## src/rtl/tgad_pkg.sv

```systemverilog
// shared types and constants for the tga truecolor stream decoder
package tgad_pkg;

	typedef enum logic [1:0] {
		PH_IDLE   = 2'd0,
		PH_HEADER = 2'd1,
		PH_IDSKIP = 2'd2,
		PH_PIXELS = 2'd3
	} phase_t;

	typedef enum logic [1:0] {
		KIND_HEADER = 2'd0,
		KIND_PIXEL  = 2'd1,
		KIND_ERROR  = 2'd2
	} kind_t;

	typedef enum logic [1:0] {
		ERR_FORMAT       = 2'd0,
		ERR_SHORT_HEADER = 2'd1,
		ERR_SHORT_PIXELS = 2'd2
	} err_t;

	localparam logic [7:0] TGA_TYPE_TRUECOLOR = 8'd2;
	localparam logic [7:0] DEPTH_RGB          = 8'd24;
	localparam logic [7:0] DEPTH_RGBA         = 8'd32;
	localparam int         ORIGIN_TOP_BIT     = 5;
	localparam logic [7:0] ALPHA_OPAQUE       = 8'hFF;

	// one classified beat handed from the parser to the output side
	typedef struct packed {
		kind_t       kind;
		err_t        err_code;
		logic [15:0] width;
		logic [15:0] height;
		logic [5:0]  bpp;
		logic [15:0] row;
		logic [15:0] col;
		logic [7:0]  red;
		logic [7:0]  green;
		logic [7:0]  blue;
		logic [7:0]  alpha;
		logic        last_px;
	} entry_t;

	// master tdata layout, last member sits in the lowest bits
	typedef struct packed {
		logic [7:0]  alpha;
		logic [7:0]  blue;
		logic [7:0]  green;
		logic [7:0]  red;
		logic [31:0] pixel_offset;
		logic [5:0]  bits_per_pixel;
		logic [15:0] image_height;
		logic [15:0] image_width;
		logic [1:0]  error_code;
	} out_data_t;

endpackage

```

## src/rtl/tga_truecolor_stream_decoder.sv

```systemverilog
// top level of the tga truecolor stream decoder
// Input stream: one file byte per beat on s_tdata, s_tuser marks the first
// byte of a file (restarts parsing), s_tlast marks its final byte.
// Output stream: one result per beat; m_tuser is the kind (header, pixel,
// error), m_tlast flags the final pixel of the image, m_tdata carries the
// header values, pixel address and RGBA channels.
// A byte is taken every cycle while the entry queue has room; the sustained
// rate is one byte per cycle; a 24-bit pixel takes three bytes and a
// 32-bit pixel four. A result goes from the byte that causes it through the
// entry queue, a stage register for the queue read and the row times width
// multiply, and the output register that does the address add.
// When the receiver stalls, results back up into the queue of QUEUE_DEPTH
// entries; once it is full s_tready drops until the receiver takes a beat.
// Reset clears the parser to idle and empties the queue; bytes before the
// next beat with s_tuser set are dropped, as are bytes after an error or
// after the final pixel.
module tga_truecolor_stream_decoder import tgad_pkg::*; #(
	parameter int QUEUE_DEPTH = 4
) (
	input  logic         clk,
	input  logic         arst_n,
	input  logic         s_tvalid,
	output logic         s_tready,
	input  logic [7:0]   s_tdata,   // data_byte
	input  logic         s_tuser,   // first
	input  logic         s_tlast,
	output logic         m_tvalid,
	input  logic         m_tready,
	// error_code, image_width, image_height, bits_per_pixel, pixel_offset,
	// red, green, blue, alpha
	output logic [103:0] m_tdata,
	output logic [1:0]   m_tuser,   // result_kind
	output logic         m_tlast
);

	localparam int ENTRY_W = $bits(entry_t);

	logic             push, pop, full, empty;
	entry_t           wr_entry, rd_entry;
	logic [ENTRY_W-1:0] rd_bits;
	out_data_t        out_data;

	tgad_front u_front (
		.clk      (clk),
		.arst_n   (arst_n),
		.s_tvalid (s_tvalid),
		.s_tready (s_tready),
		.s_tdata  (s_tdata),
		.s_tuser  (s_tuser),
		.s_tlast  (s_tlast),
		.full     (full),
		.push     (push),
		.entry    (wr_entry)
	);

	tgad_queue #(
		.WIDTH (ENTRY_W),
		.DEPTH (QUEUE_DEPTH)
	) u_queue (
		.clk    (clk),
		.arst_n (arst_n),
		.push   (push),
		.wdata  (wr_entry),
		.full   (full),
		.pop    (pop),
		.rdata  (rd_bits),
		.empty  (empty)
	);

	assign rd_entry = entry_t'(rd_bits);

	tgad_back u_back (
		.clk      (clk),
		.arst_n   (arst_n),
		.empty    (empty),
		.rd_entry (rd_entry),
		.pop      (pop),
		.m_tvalid (m_tvalid),
		.m_tready (m_tready),
		.m_tdata  (out_data),
		.m_tuser  (m_tuser),
		.m_tlast  (m_tlast)
	);

	assign m_tdata = out_data;

`ifndef ASSERT_OFF
	a_last_is_pixel: assert property (@(posedge clk) disable iff (!arst_n)
		m_tvalid && m_tlast |-> m_tuser == KIND_PIXEL)
		else $error("final pixel flag on a non-pixel beat");

	a_err_code_zero: assert property (@(posedge clk) disable iff (!arst_n)
		m_tvalid && (m_tuser != KIND_ERROR) |-> m_tdata[1:0] == ERR_FORMAT)
		else $error("error code set on a non-error beat");

	a_pixel_hdr_zero: assert property (@(posedge clk) disable iff (!arst_n)
		m_tvalid && (m_tuser == KIND_PIXEL) |-> m_tdata[39:2] == '0)
		else $error("header fields not cleared on a pixel beat");
`endif

endmodule

```

## src/rtl/tgad_front.sv

```systemverilog
// byte parser: header capture, id skip and pixel assembly into queue entries
module tgad_front import tgad_pkg::*; (
	input  logic        clk,
	input  logic        arst_n,
	input  logic        s_tvalid,
	output logic        s_tready,
	input  logic [7:0]  s_tdata,
	input  logic        s_tuser,
	input  logic        s_tlast,
	input  logic        full,
	output logic        push,
	output entry_t      entry
);

	localparam logic [4:0] IDX_ID_LEN   = 5'd0;
	localparam logic [4:0] IDX_TYPE     = 5'd2;
	localparam logic [4:0] IDX_WIDTH_LO = 5'd12;
	localparam logic [4:0] IDX_WIDTH_HI = 5'd13;
	localparam logic [4:0] IDX_HGT_LO   = 5'd14;
	localparam logic [4:0] IDX_HGT_HI   = 5'd15;
	localparam logic [4:0] IDX_DEPTH    = 5'd16;
	localparam logic [4:0] IDX_DESC     = 5'd17;

	phase_t      phase_q, phase_nxt, eff_phase;
	logic [4:0]  idx_q, eff_idx;
	logic [7:0]  id_left_q;
	logic [7:0]  type_q;
	logic [15:0] width_q;
	logic [15:0] height_q;
	logic [7:0]  depth_q;
	logic        origin_top_q;
	logic [1:0]  chan_q;
	logic [23:0] held_q;
	logic [15:0] col_q;
	logic [15:0] row_q;

	logic go, hdr_end, fmt_bad, img_empty, id_done, is32, px_done, px_final, col_wrap;
	logic [15:0] row_dst;

	assign s_tready  = !full;
	assign go        = s_tvalid && s_tready;
	assign eff_phase = s_tuser ? PH_HEADER : phase_q;
	assign eff_idx   = s_tuser ? 5'd0 : idx_q;
	assign hdr_end   = (eff_idx == IDX_DESC);
	assign fmt_bad   = (type_q != TGA_TYPE_TRUECOLOR) ||
		((depth_q != DEPTH_RGB) && (depth_q != DEPTH_RGBA));
	assign img_empty = (width_q == 16'd0) || (height_q == 16'd0);
	assign id_done   = (id_left_q == 8'd1);
	assign is32      = (depth_q == DEPTH_RGBA);
	assign px_done   = (chan_q == 2'd3) || ((chan_q == 2'd2) && !is32);
	assign px_final  = (({1'b0, col_q} + 17'd1) == {1'b0, width_q}) &&
		(({1'b0, row_q} + 17'd1) == {1'b0, height_q});
	assign col_wrap  = (({1'b0, col_q} + 17'd1) >= {1'b0, width_q});
	// bottom-left origin stores rows bottom up
	assign row_dst   = origin_top_q ? row_q : (height_q - 16'd1 - row_q);

	always_comb begin
		phase_nxt = phase_q;
		if (go) begin
			case (eff_phase)
				PH_HEADER: begin
					if (hdr_end) begin
						if (fmt_bad || img_empty || s_tlast)
							phase_nxt = PH_IDLE;
						else
							phase_nxt = (id_left_q != 8'd0) ? PH_IDSKIP : PH_PIXELS;
					end else begin
						phase_nxt = s_tlast ? PH_IDLE : PH_HEADER;
					end
				end
				PH_IDSKIP: begin
					if (s_tlast)
						phase_nxt = PH_IDLE;
					else
						phase_nxt = id_done ? PH_PIXELS : PH_IDSKIP;
				end
				PH_PIXELS: begin
					if (s_tlast || (px_done && px_final))
						phase_nxt = PH_IDLE;
					else
						phase_nxt = PH_PIXELS;
				end
				default: phase_nxt = PH_IDLE;
			endcase
		end
	end

	always_comb begin
		push  = 1'b0;
		entry = '0;
		if (go) begin
			case (eff_phase)
				PH_HEADER: begin
					if (hdr_end) begin
						push = 1'b1;
						if (fmt_bad) begin
							entry.kind     = KIND_ERROR;
							entry.err_code = ERR_FORMAT;
						end else if (!img_empty && s_tlast) begin
							entry.kind     = KIND_ERROR;
							entry.err_code = ERR_SHORT_PIXELS;
						end else begin
							entry.kind   = KIND_HEADER;
							entry.width  = width_q;
							entry.height = height_q;
							entry.bpp    = depth_q[5:0];
						end
					end else if (s_tlast) begin
						push           = 1'b1;
						entry.kind     = KIND_ERROR;
						entry.err_code = ERR_SHORT_HEADER;
					end
				end
				PH_IDSKIP: begin
					if (s_tlast) begin
						push           = 1'b1;
						entry.kind     = KIND_ERROR;
						entry.err_code = ERR_SHORT_PIXELS;
					end
				end
				PH_PIXELS: begin
					if (s_tlast && !(px_done && px_final)) begin
						push           = 1'b1;
						entry.kind     = KIND_ERROR;
						entry.err_code = ERR_SHORT_PIXELS;
					end else if (px_done) begin
						push          = 1'b1;
						entry.kind    = KIND_PIXEL;
						entry.width   = width_q;
						entry.row     = row_dst;
						entry.col     = col_q;
						entry.red     = (chan_q == 2'd2) ? s_tdata : held_q[23:16];
						entry.green   = held_q[15:8];
						entry.blue    = held_q[7:0];
						entry.alpha   = (chan_q == 2'd3) ? s_tdata : ALPHA_OPAQUE;
						entry.last_px = px_final;
					end
				end
				default: ;
			endcase
		end
	end

	always_ff @(posedge clk or negedge arst_n) begin
		if (!arst_n) begin
			phase_q      <= PH_IDLE;
			idx_q        <= '0;
			id_left_q    <= '0;
			type_q       <= '0;
			width_q      <= '0;
			height_q     <= '0;
			depth_q      <= '0;
			origin_top_q <= 1'b0;
			chan_q       <= '0;
			held_q       <= '0;
			col_q        <= '0;
			row_q        <= '0;
		end else begin
			phase_q <= phase_nxt;
			if (go) begin
				if (s_tuser) begin
					chan_q <= '0;
					col_q  <= '0;
					row_q  <= '0;
				end
				case (eff_phase)
					PH_HEADER: begin
						idx_q <= eff_idx + 5'd1;
						case (eff_idx)
							IDX_ID_LEN:   id_left_q       <= s_tdata;
							IDX_TYPE:     type_q          <= s_tdata;
							IDX_WIDTH_LO: width_q[7:0]    <= s_tdata;
							IDX_WIDTH_HI: width_q[15:8]   <= s_tdata;
							IDX_HGT_LO:   height_q[7:0]   <= s_tdata;
							IDX_HGT_HI:   height_q[15:8]  <= s_tdata;
							IDX_DEPTH:    depth_q         <= s_tdata;
							IDX_DESC:     origin_top_q    <= s_tdata[ORIGIN_TOP_BIT];
							default: ;
						endcase
					end
					PH_IDSKIP: id_left_q <= id_left_q - 8'd1;
					PH_PIXELS: begin
						case (chan_q)
							2'd0:    held_q[7:0]   <= s_tdata;
							2'd1:    held_q[15:8]  <= s_tdata;
							2'd2:    held_q[23:16] <= s_tdata;
							default: ;
						endcase
						if (!px_done) begin
							chan_q <= chan_q + 2'd1;
						end else if (!(s_tlast && !px_final)) begin
							chan_q <= '0;
							if (col_wrap) begin
								col_q <= '0;
								row_q <= row_q + 16'd1;
							end else begin
								col_q <= col_q + 16'd1;
							end
						end
					end
					default: ;
				endcase
			end
		end
	end

endmodule

```

## src/rtl/tgad_queue.sv

```systemverilog
// small register fifo between parser and output side
module tgad_queue import tgad_pkg::*; #(
	parameter int WIDTH = 8,
	parameter int DEPTH = 4
) (
	input  logic             clk,
	input  logic             arst_n,
	input  logic             push,
	input  logic [WIDTH-1:0] wdata,
	output logic             full,
	input  logic             pop,
	output logic [WIDTH-1:0] rdata,
	output logic             empty
);

	localparam int PTR_W = (DEPTH > 1) ? $clog2(DEPTH) : 1;
	localparam int CNT_W = $clog2(DEPTH + 1);

	logic [WIDTH-1:0] mem_q [DEPTH];
	logic [PTR_W-1:0] wr_ptr_q, rd_ptr_q;
	logic [CNT_W-1:0] count_q;
	logic             do_push, do_pop;

	assign full    = (count_q == CNT_W'(DEPTH));
	assign empty   = (count_q == '0);
	assign do_push = push && !full;
	assign do_pop  = pop && !empty;
	assign rdata   = mem_q[rd_ptr_q];

	always_ff @(posedge clk) begin
		if (do_push)
			mem_q[wr_ptr_q] <= wdata;
	end

	always_ff @(posedge clk or negedge arst_n) begin
		if (!arst_n) begin
			wr_ptr_q <= '0;
			rd_ptr_q <= '0;
			count_q  <= '0;
		end else begin
			if (do_push)
				wr_ptr_q <= (wr_ptr_q == PTR_W'(DEPTH - 1)) ? '0 : wr_ptr_q + PTR_W'(1);
			if (do_pop)
				rd_ptr_q <= (rd_ptr_q == PTR_W'(DEPTH - 1)) ? '0 : rd_ptr_q + PTR_W'(1);
			case ({do_push, do_pop})
				2'b10:   count_q <= count_q + CNT_W'(1);
				2'b01:   count_q <= count_q - CNT_W'(1);
				default: ;
			endcase
		end
	end

endmodule

```

## src/rtl/tgad_back.sv

```systemverilog
// output side: pixel address multiply, field masking and output register
module tgad_back import tgad_pkg::*; (
	input  logic        clk,
	input  logic        arst_n,
	input  logic        empty,
	input  entry_t      rd_entry,
	output logic        pop,
	output logic        m_tvalid,
	input  logic        m_tready,
	output out_data_t   m_tdata,
	output logic [1:0]  m_tuser,
	output logic        m_tlast
);

	logic        v_s1;
	entry_t      ent_s1;
	logic [31:0] prod_s1;
	logic [31:0] prod_c;
	logic        ready_s1, ready_s2;
	logic        is_hdr;

	assign ready_s2 = !m_tvalid || m_tready;
	assign ready_s1 = !v_s1 || ready_s2;
	assign pop      = !empty && ready_s1;
	assign prod_c   = {16'd0, rd_entry.row} * {16'd0, rd_entry.width};
	assign is_hdr   = (ent_s1.kind == KIND_HEADER);

	always_ff @(posedge clk or negedge arst_n) begin
		if (!arst_n) begin
			v_s1     <= 1'b0;
			m_tvalid <= 1'b0;
		end else begin
			if (ready_s1)
				v_s1 <= pop;
			if (ready_s2)
				m_tvalid <= v_s1;
		end
	end

	always_ff @(posedge clk) begin
		if (pop) begin
			ent_s1  <= rd_entry;
			prod_s1 <= prod_c;
		end
		if (ready_s2 && v_s1) begin
			m_tuser                <= ent_s1.kind;
			m_tlast                <= ent_s1.last_px;
			m_tdata.error_code     <= ent_s1.err_code;
			// pixel entries carry width only for the multiply
			m_tdata.image_width    <= is_hdr ? ent_s1.width : 16'd0;
			m_tdata.image_height   <= is_hdr ? ent_s1.height : 16'd0;
			m_tdata.bits_per_pixel <= is_hdr ? ent_s1.bpp : 6'd0;
			m_tdata.pixel_offset   <= prod_s1 + {16'd0, ent_s1.col};
			m_tdata.red            <= ent_s1.red;
			m_tdata.green          <= ent_s1.green;
			m_tdata.blue           <= ent_s1.blue;
			m_tdata.alpha          <= ent_s1.alpha;
		end
	end

endmodule
```

## config.mk

```make
export PLATFORM = sky130hd
export DESIGN_NAME = tga_truecolor_stream_decoder
export DESIGN_NICKNAME = d
export VERILOG_FILES = /design/src/rtl/tgad_pkg.sv /design/src/rtl/tga_truecolor_stream_decoder.sv /design/src/rtl/tgad_front.sv /design/src/rtl/tgad_queue.sv /design/src/rtl/tgad_back.sv
export SDC_FILE = /design/constraint.sdc
export NUM_CORES = 2
export LEC_CHECK = 0
export ABC_AREA = 1
export BUFFER_PORTS_ARGS = -buffer_cell sky130_fd_sc_hd__buf_2
export CAP_MARGIN = 20
export CORE_MARGIN = 3
export CORE_UTILIZATION = 50
export CTS_BUF_LIST = sky130_fd_sc_hd__clkbuf_16
export DETAILED_ROUTE_END_ITERATION = 6
export GPL_TIMING_DRIVEN = 0
export MAX_ROUTING_LAYER = met4
export PLACE_DENSITY = 0.76
export SYNTH_ARGS = -nofsm -noshare
export SYNTH_HDL_FRONTEND = slang
export SYNTH_SLANG_ARGS = --single-unit
```

## constraint.sdc

```tcl
create_clock -name clk -period 15.25 [get_ports clk]
set_input_delay 0.7625 -clock clk [delete_from_list [all_inputs] [get_ports clk]]
set_output_delay 0.7625 -clock clk [all_outputs]
set_load 0.01 [all_outputs]
```

# == Yosys cells after proc, flatten, opt, wreduce, memory -nomap -nowiden ==
# Memories as Yosys holds them, arrays and structs flattened.
# Cells that the tools add are included.
# classes
n_addsub,14
multipliers,1
n_div,0
n_lt_le_gt_ge,1
n_eq_ne,26
n_shift,0
mux,60
bitwise,0
reduce_logical,49
# ops
op,n
2-to-1 mux 16 bit,13
2-to-1 mux 65 bit,3
2-to-1 mux 38 bit,3
2-to-1 mux 107 bit,1
adder 16 x 1 -> 17 bit (second input constant),2
== test 17 x 16 -> 1 bit,2
adder 16 x 1 -> 16 bit (second input constant),2
adder 32 x 16 -> 32 bit,1
zero test 16 bit,2
multiplier 16 x 16 -> 32 bit,1
one-hot mux 16 bit (2 select lines),1
AND reduction 3 bit,10
2-to-1 mux 2 bit,14
2-to-1 mux 8 bit,3
2-to-1 mux 22 bit,1
== test 5 x 4 -> 1 bit (second input constant),4
greater-or-equal comparator 17 x 16 -> 1 bit,1
2-to-1 mux 4 bit,4
one-hot mux 8 bit (2 select lines),1
subtractor 16 x 1 -> 16 bit (second input constant),1
subtractor 16 bit,1
== test 2 bit (second input constant),7
logical AND 1 bit,12
one-hot mux 4 bit (3 select lines),1
28 further kinds,60
# totals
reg_bits,361
latchBits,0
mem_bits_rw,428
rom_bits,0
output_inout_bits,109
wordCells,196
mem_count,1
# mem_list
memory,words,width,rd,rd_clocked_by_memory_dff,write_ports,line,rtl
u_queue.mem_q,4,107,1,0,1,tgad_queue.sv:19,logic [WIDTH-1:0] mem_q [DEPTH];

# == Logic depth before layout (Yosys ltp) ==
# logic_depth
depth_word,13
mapped_depth,30
mapped_depth_nobuf,27

# == Cells and area by module ==
# Synthesis repeated with hierarchy kept, for this count alone.
# unflattened
hier_cells,4775
area_unflattened_um2,45442.3
# modules_own_cells
mod,instances,cells_per_inst,area_each_um2
tgad_back,1,2022,18380.1
tgad_queue,1,1309,17705.7
tgad_front,1,1444,9356.5

# == Worst setup path after synthesis ==
# OpenSTA, ideal clock, no wires.
# synth_path
kind,in2reg
from,input port s_tuser
to,memory u_queue.mem_q[0][0] (netlist bit) (enable)
setup_time_ps,574
t_arrival_ps,6774
required_time_ps,14676
setup_slack_ps,7902
cell_stages,13
path_cell_list,buf_2 > buf_1 > nor2_1 > inv_1 > ha_1 > nand3_1 > inv_1 > nor2_1 > nor2_1 > a211oi_1 > nor2_1 > inv_1 > nor2_1
# synth_between
elab_chain_cells,8
elab_cells_between_ends,12
cone_classes,eq/ne (4); mux (7); reduce/logical (1)
# synth_rtl
element,line,rtl
start: declaration,tga_truecolor_stream_decoder.sv:25,"input logic s_tuser,"
2-to-1 mux 5 bit,tgad_front.sv:43,assign eff_idx = s_tuser ? 5'd0 : idx_q;
== test 5 bit,tgad_front.sv:44,assign hdr_end = (eff_idx == IDX_DESC);
2-to-1 mux 1 bit,tgad_front.sv:94,if (hdr_end) begin
one-hot mux 1 bit (3 select lines) *,tgad_front.sv:92,case (eff_phase)
2-to-1 mux 1 bit *,tgad_front.sv:91,if (go) begin
logical AND 1 bit *,tgad_queue.sv:26,assign do_push = push && !full;
2-to-1 mux 1 bit *,tgad_queue.sv:31,if (do_push)
2-to-1 mux 1 bit (implied by the code) *,tgad_queue.sv:32,mem_q[wr_ptr_q] <= wdata;
end: declaration,tgad_queue.sv:19,
# Every way passes the cells marked *; elsewhere a longest branch is shown, timed or not.

# == Final worst setup path ==
# layout_path
from,register u_queue.rd_ptr_q[0]
to,"register u_back.prod_s1[22], data pin"
# layout_between
elab_chain_cells,2
# layout_rtl
element,line,rtl
start: declaration,tgad_queue.sv:20,"logic [PTR_W-1:0] wr_ptr_q, rd_ptr_q;"
start signal: assignment,tgad_queue.sv:44,rd_ptr_q <= (rd_ptr_q == PTR_W'(DEPTH - 1)) ? '0 : rd_ptr_q + PTR_W'(1);
memory (4 x 107 bit),--,
multiplier 16 x 16 -> 32 bit,tgad_back.sv:25,"assign prod_c = {16'd0, rd_entry.row} * {16'd0, rd_entry.width};"
named net u_back.prod_c[22],tgad_back.sv:18,logic [31:0] prod_c;
end signal: assignment,tgad_back.sv:43,prod_s1 <= prod_c;
end: declaration,tgad_back.sv:17,logic [31:0] prod_s1;
# The timed path passes the listed nets, and every way through them passes these cells.
# A chain may end at the register's enable or synchronous reset.

==> run summary <==
status = finished clean
nets = 4598
Residual DRC = 0
die height = 295 um
Reg-to-Reg End = u_back.prod_s1[22]
dpl cells = 5200
Hold/Removal Path Class = in -> async
Yosys top cell by area = edfxtp_1
r2r setup slk = 6.29 ns
CP Launch Point = u_queue.rd_ptr_q[0]
Via Count = 30099
num rows = 105
post-DP HPWL = 77700 um
later-pin clock latency in the skew report = 0.66 ns
vias in the first global route = 30169
Die X = 295 um
Synth warnings = 0
worst path buffer plus inverter count = 10
layout filler cell count = 6807
Setup Buffers After CTS = 0
Final setup viols = 0
post-route insts no fill = 5357
Worst setup SP type = flip-flop
worst-path maximum fanout = 10
CP top delay family = adder cells
WP depth = 27
RD Place Congestion = 0.985
CP max stage cell = clkbuf_1
post-DR wirelength/cell = 20.1 um
most common cell in the netlist = nand2_1
Tcrit/Tclk final = 58.8%
CTS Buf Count = 84
WL final = 108000 um
Critical Path AT = 9.32 ns
Root Buffer = clkbuf_16
Die ar. = 87200 sq um
Reg clk slew, reported paths = 0.06 ns
Compound-Gate Fraction of Synth Area = 8.23%
total grt overflow = 0
drt pass-1 iters = 6
Main synth FF type = edfxtp_1
Adder-Cell Fraction of Synth Area = 14.5%
register area share after synthesis = 55.0%
initial antenna violation count = 2
wire length of the first global-routing pass = 167000 um
#FFs+latches synth = 789
CTS Sinks = 789
RSZ-0062 raised after global routing = no
PortBufs = 121
Crit Reg-Reg Startpoint = u_queue.rd_ptr_q[0]
Synth Area in Simple Gates = 14.1%
Worst Max-Slew Pin Slew = 1.44 ns
vias per cell = 5.62
Final Hold Viols = 0
Synth Cell Area = 41800 sq um
P&R area growth vs syn = 12.7%
Syn Area/Cell = 10.5 sq um
post-synthesis mux area share = 0%
main combinational cell family by area after synthesis = adder cells
synthesized instance count = 3977
crit path to = u_back.prod_s1[22]
Final Critical Period = 8.96 ns
largest net degree at the start of global routing = 72
H-tree levels = 3
XOR/XNOR Fraction of Synth Area = 1.65%
ranking of synthesized cells by area = edfxtp_1, fa_1, dfrtp_1
Starting Density = 50.7%
First DRT Iteration DRCs = 2931
num ports = 123
hold_buf cts = 0
Worst slew margin = 4.32%
maxcap violations = 0
synth cell count leaders = nand2_1, edfxtp_1, inv_1
EDFF count, synth = 658
CP endpoint kind = flip-flop
Routed Antenna Nets = 0
Fmax achieved = 112 MHz
Reg2Reg Depth = 27
Worst path max stage delay = 0.92 ns
Worst Skew = 0.0638 ns
Max clock buf depth = 3
fraction of layout cells with a size suffix above 1 = 7.89%
synth unique cells = 52
FFs w/ async S/R, synth = 16.6%
share of the synthesized area in the top cell type = 47.2%
most used cell, CP = fa_1
Setup CP Type = reg -> reg
core area = 82500 sq um
setup_tns = 0 ns
GRT Total Usage = 25.7%
fin. max-slew vios = 0
post-cts resize count = 0
WP data required = 15.61 ns
CTS tree = done
## cells in the final DEF (no fill, tap or decap), types with 4 or more instances in the layout
cell type / instances
a211oi_1: 15
a21o_1: 6
a21oi_1: 127
a21oi_2: 4
a31oi_1: 7
a32oi_1: 32
buf_1: 12
buf_12: 18
buf_2: 138
buf_6: 6
bufinv_16: 9
clkbuf_1: 120
clkbuf_16: 85
clkinv_1: 19
clkinv_2: 14
clkinv_4: 4
clkinvlp_4: 6
conb_1: 12
dfrtp_1: 131
edfxtp_1: 658
fa_1: 197
ha_1: 170
inv_1: 545
inv_2: 6
nand2_1: 680
nand3_1: 115
nand3_2: 4
nand4_1: 54
nor2_1: 479
nor2_4: 5
nor3_1: 50
nor3b_1: 6
nor3b_2: 10
nor4_1: 9
o21ai_0: 317
o21bai_1: 6
o22ai_1: 79
xnor2_1: 25
xor2_1: 54
## per-stage QoR
step / worst slack (ns) / instance area, sq um / hold slack [ns] / util (%)
floorplan: 7.90 / 41900 / 0.400 / -
global placement: 3.62 / 43800 / 0.403 / 53.1
detailed placement: 6.47 / 44300 / 0.405 / 53.7
CTS: 6.37 / 47100 / 0.119 / 57.1
global route: 5.99 / 47200 / 0.141 / 57.2
finish: 6.29 / 47200 / 0.122 / 57.2
## routing by layer
layer / track usage [%] / part of all wire [%] / routed length [um] / vias to the layer above
met3: 3.28 / 6.6 / 7150 / 244
met2: 42.9 / 50 / 53200 / 1267
li1: - / - / - / 13800
met4: 8.66 / 3.6 / 3860 / 0
met1: 32.6 / 40 / 43300 / 14788
met5: - / 0 / 0 / -
## worst min path at each step
| stage | to | slack (ns) |
|---|---|---|
| after global placement | u_back.m_tdata[93] | 0.40 |
| after floorplan | u_back.m_tdata[0] | 0.40 |
| after CTS | u_front.held_q[20] | 0.12 |
| after detailed placement | u_back.m_tdata[79] | 0.41 |
| final | u_front.held_q[13] | 0.12 |
| after global routing | u_front.held_q[20] | 0.14 |
## area by class of cell
cell class | instances | area (sq um) | area share (%)
Timing Repair Buffer | 143 | 1040 | 2.21
Tap cell | 1070 | 1340 | 2.84
Antenna cell | 1 | 2.50 | 0.00531
Inverter | 545 | 2050 | 4.35
Clock buffer | 85 | 2130 | 4.51
Buffer | 155 | 642 | 1.36
Sequential cell | 789 | 23000 | 48.9
Multi-Input combinational cell | 2499 | 16200 | 34.4
Clock inverter | 70 | 706 | 1.50
## cells by family after synthesis
logic type,Yosys count
simple gates,1426
flops,789
buf+inv,700
compound gates,615
fa+ha+maj,367
xor+xnor,79
other cells,1
## worst register-to-register path, cell delays in order, from the launching register on
cell and delay [ns]:
dfrtp_1 0.35, buf_2 0.40, buf_2 0.32, buf_2 0.29, clkbuf_1 0.92, a21oi_1 0.18, a32oi_1 0.39, clkbuf_1 0.61
nand2_1 0.19, fa_1 0.53, fa_1 0.55, inv_1 0.05, fa_1 0.52, inv_1 0.06, fa_1 0.54, inv_1 0.06
fa_1 0.48, inv_1 0.05, fa_1 0.47, inv_1 0.04, ha_1 0.33, a21oi_1 0.22, a21boi_0 0.23, o21bai_1 0.11
a21oi_1 0.25, o21ai_0 0.19, a21oi_1 0.20, xnor2_1 0.11
## state kept, by name (all words and copies together), names as in the netlist, 8 cells and up
signal             cells
u_front.depth_q        8
u_queue.mem_q        428
u_front.row_q         16
u_front.held_q        24
u_front.type_q         8
u_front.col_q         16
u_back.ent_s1         91
u_front.id_left_q      8
u_back.m_tdata       104
u_back.prod_s1        32
u_front.height_q      16
u_front.width_q       16
Power is left out: the tool's default activity adds up to more than one toggle a clock period on the data nets, which glitch-free logic cannot reach.
